File: src/thbc_pkg.sv
// ----------------------------------------------------------------------------
// thbc_pkg
// Shared constants, codes and types of the terrain height query block.
// ----------------------------------------------------------------------------
package thbc_pkg;

  // Default heightmap limits; the top level takes them as parameter defaults.
  localparam int MAX_WIDTH_DEF  = 256;
  localparam int MAX_HEIGHT_DEF = 256;

  // Field widths fixed by the interface.
  localparam int GRID_W    = 9;
  localparam int COORD_W   = 24;
  localparam int SCALE_W   = 24;
  localparam int HGT_W     = 8;
  localparam int LEVEL_W   = 16;
  localparam int WT_W      = 17;
  localparam int ACC_W     = 24;
  localparam int PROD_W    = 48;
  localparam int CFG_IDX_W = 3;

  // Four height taps per query, one memory read each.
  localparam int TAPS     = 4;
  // Cycles from the accept edge to the edge that loads the result registers.
  localparam int PIPE_LEN = 8;

  // Register reset values.
  localparam logic [GRID_W-1:0]  GRID_RST  = 9'd256;
  localparam logic [SCALE_W-1:0] SCALE_RST = 24'd65536;

  // Lift above the terrain in Q8.8: 5.0 normally, 8.0 when forced.
  localparam logic [COORD_W-1:0] LIFT_SOFT  = 24'd1280;
  localparam logic [COORD_W-1:0] LIFT_FORCE = 24'd2048;

  // Weight of a tap that takes the whole sum (fractions both zero).
  localparam logic [WT_W-1:0] WT_FULL = 17'd65536;

  // Configuration register indexes.
  typedef enum logic [CFG_IDX_W-1:0] {
    CFG_GRID_W   = 3'd0,
    CFG_GRID_H   = 3'd1,
    CFG_SCALE_X  = 3'd2,
    CFG_SCALE_Z  = 3'd3,
    CFG_CENTRE_X = 3'd4,
    CFG_CENTRE_Z = 3'd5
  } cfg_reg_t;

  // Item operations.
  typedef enum logic {
    OP_WRITE = 1'b0,
    OP_QUERY = 1'b1
  } op_t;

  // Bilinear weights of the four taps, Q1.16 products of Q1.8 fraction terms.
  typedef struct packed {
    logic [WT_W-1:0] w00;
    logic [WT_W-1:0] w10;
    logic [WT_W-1:0] w01;
    logic [WT_W-1:0] w11;
  } tap_wt_t;

  // Per-query values carried to the result stage.
  typedef struct packed {
    logic signed [COORD_W-1:0] new_x;
    logic signed [COORD_W-1:0] new_z;
    logic signed [COORD_W-1:0] point_y;
    logic                      force_req;
    logic                      off_map;
  } qry_meta_t;

endpackage

File: src/thbc_coord.sv
// ----------------------------------------------------------------------------
// thbc_coord
// Scales a query point to cell coordinates, detects off-map points and
// produces the clamped tap columns and rows with their bilinear weights.
// ----------------------------------------------------------------------------
module thbc_coord #(
  parameter int MAX_WIDTH  = thbc_pkg::MAX_WIDTH_DEF,
  parameter int MAX_HEIGHT = thbc_pkg::MAX_HEIGHT_DEF,
  localparam int COL_W     = $clog2(MAX_WIDTH),
  localparam int ROW_W     = $clog2(MAX_HEIGHT)
) (
  input  logic                                clk,
  input  logic                                ld_prod,
  input  logic                                ld_tap,
  input  logic signed [thbc_pkg::COORD_W-1:0] point_x,
  input  logic signed [thbc_pkg::COORD_W-1:0] point_y,
  input  logic signed [thbc_pkg::COORD_W-1:0] point_z,
  input  logic                                force_req,
  input  logic [thbc_pkg::GRID_W-1:0]         grid_width,
  input  logic [thbc_pkg::GRID_W-1:0]         grid_height,
  input  logic [thbc_pkg::SCALE_W-1:0]        scale_x,
  input  logic [thbc_pkg::SCALE_W-1:0]        scale_z,
  input  logic signed [thbc_pkg::COORD_W-1:0] centre_x,
  input  logic signed [thbc_pkg::COORD_W-1:0] centre_z,
  output logic [COL_W-1:0]                    col0,
  output logic [COL_W-1:0]                    col1,
  output logic [ROW_W-1:0]                    row0,
  output logic [ROW_W-1:0]                    row1,
  output thbc_pkg::tap_wt_t                   wt,
  output thbc_pkg::qry_meta_t                 meta
);
  import thbc_pkg::*;

  localparam int WW = ($clog2(MAX_WIDTH + 1) > GRID_W) ? $clog2(MAX_WIDTH + 1) : GRID_W;
  localparam int WH = ($clog2(MAX_HEIGHT + 1) > GRID_W) ? $clog2(MAX_HEIGHT + 1) : GRID_W;

  // A scaled coordinate at or below -1.0 lies off the map.
  localparam logic signed [PROD_W-1:0] NEG_LIM = -48'sd16777216;

  // Product stage.
  logic signed [PROD_W:0]    prod_x_full;
  logic signed [PROD_W:0]    prod_z_full;
  logic signed [PROD_W-1:0]  prod_x_r;
  logic signed [PROD_W-1:0]  prod_z_r;
  logic signed [COORD_W-1:0] px_r;
  logic signed [COORD_W-1:0] py_r;
  logic signed [COORD_W-1:0] pz_r;
  logic                      force_r;

  // Decode stage.
  logic [WW-1:0]      eff_w;
  logic [WH-1:0]      eff_h;
  logic [COORD_W-1:0] cell_x;
  logic [COORD_W-1:0] cell_z;
  logic [HGT_W-1:0]   frac_x;
  logic [HGT_W-1:0]   frac_z;
  logic               off_map;
  logic [COL_W-1:0]   c0;
  logic [COL_W-1:0]   c1;
  logic [ROW_W-1:0]   r0;
  logic [ROW_W-1:0]   r1;
  logic [WW-1:0]      c_next;
  logic [WH-1:0]      r_next;
  logic [8:0]         ax;
  logic [8:0]         az;
  logic [17:0]        m00;
  logic [17:0]        m10;
  logic [17:0]        m01;
  logic [17:0]        m11;
  tap_wt_t            wt_nxt;
  qry_meta_t          meta_nxt;

  logic [COL_W-1:0]   col0_r;
  logic [COL_W-1:0]   col1_r;
  logic [ROW_W-1:0]   row0_r;
  logic [ROW_W-1:0]   row1_r;
  tap_wt_t            wt_r;
  qry_meta_t          meta_r;

  // Exact products with 24 fraction bits; the scales are unsigned.
  assign prod_x_full = point_x * $signed({1'b0, scale_x});
  assign prod_z_full = point_z * $signed({1'b0, scale_z});

  always_ff @(posedge clk) begin
    if (ld_prod) begin
      prod_x_r <= prod_x_full[PROD_W-1:0];
      prod_z_r <= prod_z_full[PROD_W-1:0];
      px_r     <= point_x;
      py_r     <= point_y;
      pz_r     <= point_z;
      force_r  <= force_req;
    end
  end

  // Grid size in use, saturated to the supported range.
  always_comb begin
    if (grid_width < 9'd2) begin
      eff_w = WW'(2);
    end else if (WW'(grid_width) > WW'(MAX_WIDTH)) begin
      eff_w = WW'(MAX_WIDTH);
    end else begin
      eff_w = WW'(grid_width);
    end
    if (grid_height < 9'd2) begin
      eff_h = WH'(2);
    end else if (WH'(grid_height) > WH'(MAX_HEIGHT)) begin
      eff_h = WH'(MAX_HEIGHT);
    end else begin
      eff_h = WH'(grid_height);
    end
  end

  // Floor cell and top fraction byte of each scaled coordinate.
  assign cell_x = prod_x_r[PROD_W-1:24];
  assign cell_z = prod_z_r[PROD_W-1:24];
  assign frac_x = prod_x_r[23:16];
  assign frac_z = prod_z_r[23:16];

  assign off_map = (prod_x_r <= NEG_LIM) || (prod_z_r <= NEG_LIM) ||
                   (!cell_x[COORD_W-1] && (cell_x >= COORD_W'(eff_w))) ||
                   (!cell_z[COORD_W-1] && (cell_z >= COORD_W'(eff_h)));

  // Tap columns and rows, clamped to the grid; an off-map point uses the centre cell.
  always_comb begin
    if (off_map) begin
      c0 = COL_W'(eff_w >> 1);
    end else if (cell_x[COORD_W-1]) begin
      c0 = '0;
    end else begin
      c0 = COL_W'(cell_x);
    end
    c_next = WW'(c0) + WW'(1);
    if (!off_map && cell_x[COORD_W-1]) begin
      c1 = '0;
    end else if (c_next >= eff_w) begin
      c1 = COL_W'(eff_w - WW'(1));
    end else begin
      c1 = COL_W'(c_next);
    end

    if (off_map) begin
      r0 = ROW_W'(eff_h >> 1);
    end else if (cell_z[COORD_W-1]) begin
      r0 = '0;
    end else begin
      r0 = ROW_W'(cell_z);
    end
    r_next = WH'(r0) + WH'(1);
    if (!off_map && cell_z[COORD_W-1]) begin
      r1 = '0;
    end else if (r_next >= eff_h) begin
      r1 = ROW_W'(eff_h - WH'(1));
    end else begin
      r1 = ROW_W'(r_next);
    end
  end

  // Bilinear weights from the fraction bytes.
  assign ax  = 9'd256 - {1'b0, frac_x};
  assign az  = 9'd256 - {1'b0, frac_z};
  assign m00 = ax * az;
  assign m10 = {1'b0, frac_x} * az;
  assign m01 = ax * {1'b0, frac_z};
  assign m11 = {1'b0, frac_x} * {1'b0, frac_z};

  always_comb begin
    if (off_map) begin
      wt_nxt.w00 = WT_FULL;
      wt_nxt.w10 = '0;
      wt_nxt.w01 = '0;
      wt_nxt.w11 = '0;
    end else begin
      wt_nxt.w00 = m00[WT_W-1:0];
      wt_nxt.w10 = m10[WT_W-1:0];
      wt_nxt.w01 = m01[WT_W-1:0];
      wt_nxt.w11 = m11[WT_W-1:0];
    end
    meta_nxt.new_x     = off_map ? centre_x : px_r;
    meta_nxt.new_z     = off_map ? centre_z : pz_r;
    meta_nxt.point_y   = py_r;
    meta_nxt.force_req = force_r;
    meta_nxt.off_map   = off_map;
  end

  // Held for the four tap reads that follow.
  always_ff @(posedge clk) begin
    if (ld_tap) begin
      col0_r <= c0;
      col1_r <= c1;
      row0_r <= r0;
      row1_r <= r1;
      wt_r   <= wt_nxt;
      meta_r <= meta_nxt;
    end
  end

  assign col0 = col0_r;
  assign col1 = col1_r;
  assign row0 = row0_r;
  assign row1 = row1_r;
  assign wt   = wt_r;
  assign meta = meta_r;

endmodule

File: config.mk
export PLATFORM = sky130hd
export DESIGN_NAME = thbc_coord
export DESIGN_NICKNAME = d
export VERILOG_FILES = /design/src/thbc_pkg.sv /design/src/thbc_coord.sv
export SDC_FILE = /design/constraint.sdc
export NUM_CORES = 2
export LEC_CHECK = 0
export ABC_CLOCK_PERIOD_IN_PS = 10410
export BUFFER_PORTS_ARGS = -buffer_cell sky130_fd_sc_hd__buf_2
export CAP_MARGIN = 20
export CORE_ASPECT_RATIO = 0.9
export CORE_UTILIZATION = 32
export CTS_BUF_LIST = sky130_fd_sc_hd__clkbuf_4
export CTS_CLUSTER_SIZE = 8
export DETAILED_ROUTE_END_ITERATION = 10
export PLACE_DENSITY = 0.56
export REMOVE_ABC_BUFFERS = 1
export SLEW_MARGIN = 20
export SYNTH_ARGS = -nofsm -noshare
export SYNTH_HDL_FRONTEND = slang
export SYNTH_SLANG_ARGS = --single-unit
File: constraint.sdc
create_clock -name clk -period 10.41 [get_ports clk]
set_input_delay 1.041 -clock clk [delete_from_list [all_inputs] [get_ports clk]]
set_output_delay 1.041 -clock clk [all_outputs]
set_load 0.1 [all_outputs]
==> impl_metrics.xml <==
<?xml version="1.0" encoding="UTF-8"?>
<metrics>
  <group name="run_status">
    <metric name="run_status" unit="">finished, final reports clean</metric>
  </group>
  <group name="critical_path">
    <metric name="critical_path.startpoint" unit="">point_x[9]</metric>
    <metric name="critPathLaunchType" unit="">input pin</metric>
    <metric name="critPathMaxFanout" unit="">25</metric>
    <metric name="end_kind" unit="">flip-flop</metric>
    <metric name="r2r-start" unit="">prod_x_r[16]$_DFFE_PP_</metric>
    <metric name="worst_ep_arrival_time" unit="ps">8570</metric>
    <metric name="worst_path_max_delay_cell" unit="">sky130_fd_sc_hd__a2111oi_0</metric>
    <metric name="logic_depth_of_the_worst_register_to_register_path" unit="">23</metric>
    <metric name="crit_path_frequent_cell" unit="">sky130_fd_sc_hd__fa_1</metric>
    <metric name="path_class" unit="">in -&gt; reg</metric>
    <metric name="critical-path-max-stage-delay" unit="ps">790</metric>
    <metric name="r2r_slack" unit="ps">3480</metric>
    <metric name="worst_ep_required_time" unit="ps">11210</metric>
  </group>
  <group name="final_layout">
    <metric name="layout.cells.most_common" unit="">sky130_fd_sc_hd__inv_1</metric>
    <metric name="layout-area-overhead-vs-synth" unit="%">9.293</metric>
    <metric name="instances_no_fill" unit="">9078</metric>
    <metric name="layout.filler_cells" unit="">19108</metric>
    <metric name="most_frequent_cells_in_the_layout" unit="">sky130_fd_sc_hd__inv_1, sky130_fd_sc_hd__fa_1, sky130_fd_sc_hd__nand2_1</metric>
    <metric name="final_layout_size_suffix_gt1_share" unit="%">8.988</metric>
    <metric name="net_count_reported_at_finish" unit="">8395</metric>
  </group>
  <group name="routing">
    <metric name="drtPass1Iterations" unit="">5</metric>
    <metric name="drtAntennaViolNets" unit="">0</metric>
    <metric name="wirelength_met1" unit="mm">73.61</metric>
    <metric name="drt_drc_violations_left" unit="">0</metric>
    <metric name="detail_route.wl_per_cell" unit="um">19.03</metric>
    <metric name="met3_wirelength" unit="mm">8.745</metric>
    <metric name="dr.first_iter.drc_count" unit="">2436</metric>
    <metric name="routed-via-count" unit="">42928</metric>
    <metric name="drt_wl_total" unit="mm">172.7</metric>
    <metric name="highest_layer" unit="">met4</metric>
    <metric name="detailroute.wirelength.met2" unit="mm">84.28</metric>
    <metric name="post_drt_via_cell_ratio" unit="">4.729</metric>
  </group>
  <group name="clock_tree">
    <metric name="cts.reportedPaths.clkPinSlew" unit="ps">70</metric>
    <metric name="insertion_delay" unit="ps">1060</metric>
    <metric name="tritoncts.num_buffers" unit="">101</metric>
    <metric name="post_cts_resize_count" unit="">0</metric>
    <metric name="tritoncts" unit="">yes</metric>
    <metric name="clk_root_buffer_cell" unit="">sky130_fd_sc_hd__clkbuf_4</metric>
    <metric name="clock_path_buffers" unit="">3</metric>
    <metric name="clk_sinks" unit="">339</metric>
    <metric name="cts-htree-levels" unit="">3</metric>
  </group>
  <group name="timing">
    <metric name="setup-violations-final" unit="">0</metric>
    <metric name="report.final.hold_viol_count" unit="">0</metric>
    <metric name="grt_setup_unrepaired" unit="">no</metric>
    <metric name="finClkSkew" unit="ps">105.8</metric>
    <metric name="maxSlewHeadroom" unit="%">30.37</metric>
    <metric name="totalNegativeSetupSlack" unit="ps">0</metric>
    <metric name="layout_min_cycle_time" unit="ps">7778</metric>
    <metric name="timing.final.max_slew_violations" unit="">0</metric>
    <metric name="clock.fmax" unit="MHz">128.6</metric>
    <metric name="portion_of_the_clock_cycle_consumed_by_the_worst_path_in_the_final_layout" unit="%">74.72</metric>
    <metric name="worstMarginPinSlew" unit="ps">1039</metric>
  </group>
  <group name="synthesis">
    <metric name="yosysSeqAreaShare" unit="%">16.85</metric>
    <metric name="synth_ff_type" unit="">sky130_fd_sc_hd__edfxtp_1</metric>
    <metric name="yosys_warnings" unit="">0</metric>
    <metric name="mappedNetlistArea" unit="um^2">60420</metric>
    <metric name="async_reset_ff_share" unit="%">0</metric>
    <metric name="synth_enable_flop_cells" unit="">339</metric>
    <metric name="ys_seq_elements" unit="">339</metric>
    <metric name="synth_area_per_cell" unit="um^2">9.657</metric>
    <metric name="ys_types" unit="">78</metric>
    <metric name="synthCells" unit="">6256</metric>
  </group>
  <group name="global_route">
    <metric name="grt_overflow" unit="">0</metric>
    <metric name="number_of_global_route_vias_before_repair" unit="">46932</metric>
    <metric name="antenna_violations_before_repair" unit="">11</metric>
    <metric name="gr-usage-all-layers" unit="%">18.56</metric>
    <metric name="grt_pass1_wl" unit="mm">273.3</metric>
    <metric name="grt_start_max_net_pins" unit="">71</metric>
  </group>
  <group name="place">
    <metric name="place_inst" unit="">8878</metric>
    <metric name="dp_hpwl" unit="mm">134.2</metric>
    <metric name="port_buffers" unit="">362</metric>
    <metric name="routabilityCongestion" unit="">0.9060</metric>
  </group>
  <group name="floorplan">
    <metric name="die_x" unit="um">460.0</metric>
    <metric name="fp-row-count" unit="">150</metric>
    <metric name="initial_cell_density_of_the_core" unit="%">32.38</metric>
    <metric name="die_height" unit="um">414.2</metric>
    <metric name="top_level_ports" unit="">364</metric>
    <metric name="design.core.area" unit="um^2">186600</metric>
    <metric name="die_area" unit="um^2">190500</metric>
  </group>
  <group name="worst_hold_path">
    <metric name="hold_start" unit="">point_y[19]</metric>
    <metric name="hold-path-cell-count" unit="">1</metric>
    <metric name="worst_hold_path_type" unit="">in -&gt; reg</metric>
  </group>
  <group name="flow_run">
    <metric name="cap_violations" unit="">0</metric>
  </group>
</metrics>
repair_timing:
action                                 4_1_cts  5_1_grt
hold buffers                                19        0
endpoints found under the hold margin       19        0
buffers inserted                             0        0
worst paths after layout:
| kind | end |
|---|---|
| worst max-delay path | prod_x_r[47]$_DFFE_PP_ |
| worst min-delay path | py_r[19]$_DFFE_PP_ |
| worst max register to register | wt[67]$_SDFFCE_PN1P_ |
| worst min register to register | meta[3]$_DFFE_PP_ |
cell usage after synthesis (all sizes together) (68+ instances only):
library cell	number	share of area [%]
a21o	68	0.84
edfxtp	339	17
nand2	905	5.6
clkbuf	261	1.6
o21ai	86	0.72
xnor2	108	1.6
nor2	148	0.94
inv	1326	8.2
fa	1133	38
a21oi	117	0.99
ha	580	12
and2	693	7.2
critical path, delay by kind of cell:
family,cells,cell delay (ps)
buf+inv,7,900
xor+xnor,1,130
compound gates,7,1970
fa+ha+maj,8,4130
simple gates,2,380
layer usage:
| layer | vias to the layer above | GRT usage [%] |
|---|---|---|
| li1 | 19480 | - |
| met1 | 22017 | 23.92 |
| met2 | 1175 | 31.70 |
| met3 | 256 | 2.392 |
| met4 | 0 | 6.729 |
| met5 | - | 0 |
state kept, by name (all words and copies together) (netlist names):
register,flops
col0,8
col1,8
force_r,1
meta,74
prod_x_r,48
prod_z_r,48
px_r,24
py_r,24
pz_r,24
row0,8
row1,8
wt,64
area by class of cell:
| type | instances | area [um^2] | area share (%) |
|---|---|---|---|
| Multi-Input combinational cell | 4308 | 44170 | 66.89 |
| Inverter | 1327 | 4984 | 7.547 |
| Antenna cell | 6 | 15.01 | 0.02274 |
| Clock inverter | 35 | 221.5 | 0.3354 |
| Sequential cell | 339 | 10180 | 15.42 |
| Tap cell | 2508 | 3138 | 4.752 |
| Clock buffer | 140 | 1051 | 1.592 |
| Timing Repair Buffer | 415 | 2275 | 3.445 |
kinds of logic (layout without fill, tap and decap cells):
group	Yosys count	in the layout	synth area share, %
AO/OA/AOI/OAI	395	395	4.250
flip-flops	339	339	16.85
buffers and inverters	1609	1917	10.09
multiplexers	23	23	0.4287
adder cells (fa/ha/maj)	1713	1713	49.55
other	1	7	0.006207
XOR/XNOR	160	160	2.320
AND/OR/NAND/NOR	2016	2016	16.50
through the flow:
stage	utilization, %	hold slack (ps)	worst slack, ps	instance area, um^2
2_1_floorplan	-	400.3	2234	59300
3_3_place_gp	34.60	403.0	1727	64550
3_5_place_dp	34.60	406.6	1692	64550
4_1_cts	35.38	3.355	2947	66010
5_1_grt	35.39	76.99	2461	66030
6_report	35.39	173.6	2632	66030
Power is not shown: default switching activity piles up to over one toggle a cycle in this logic, so the estimate is an artifact.
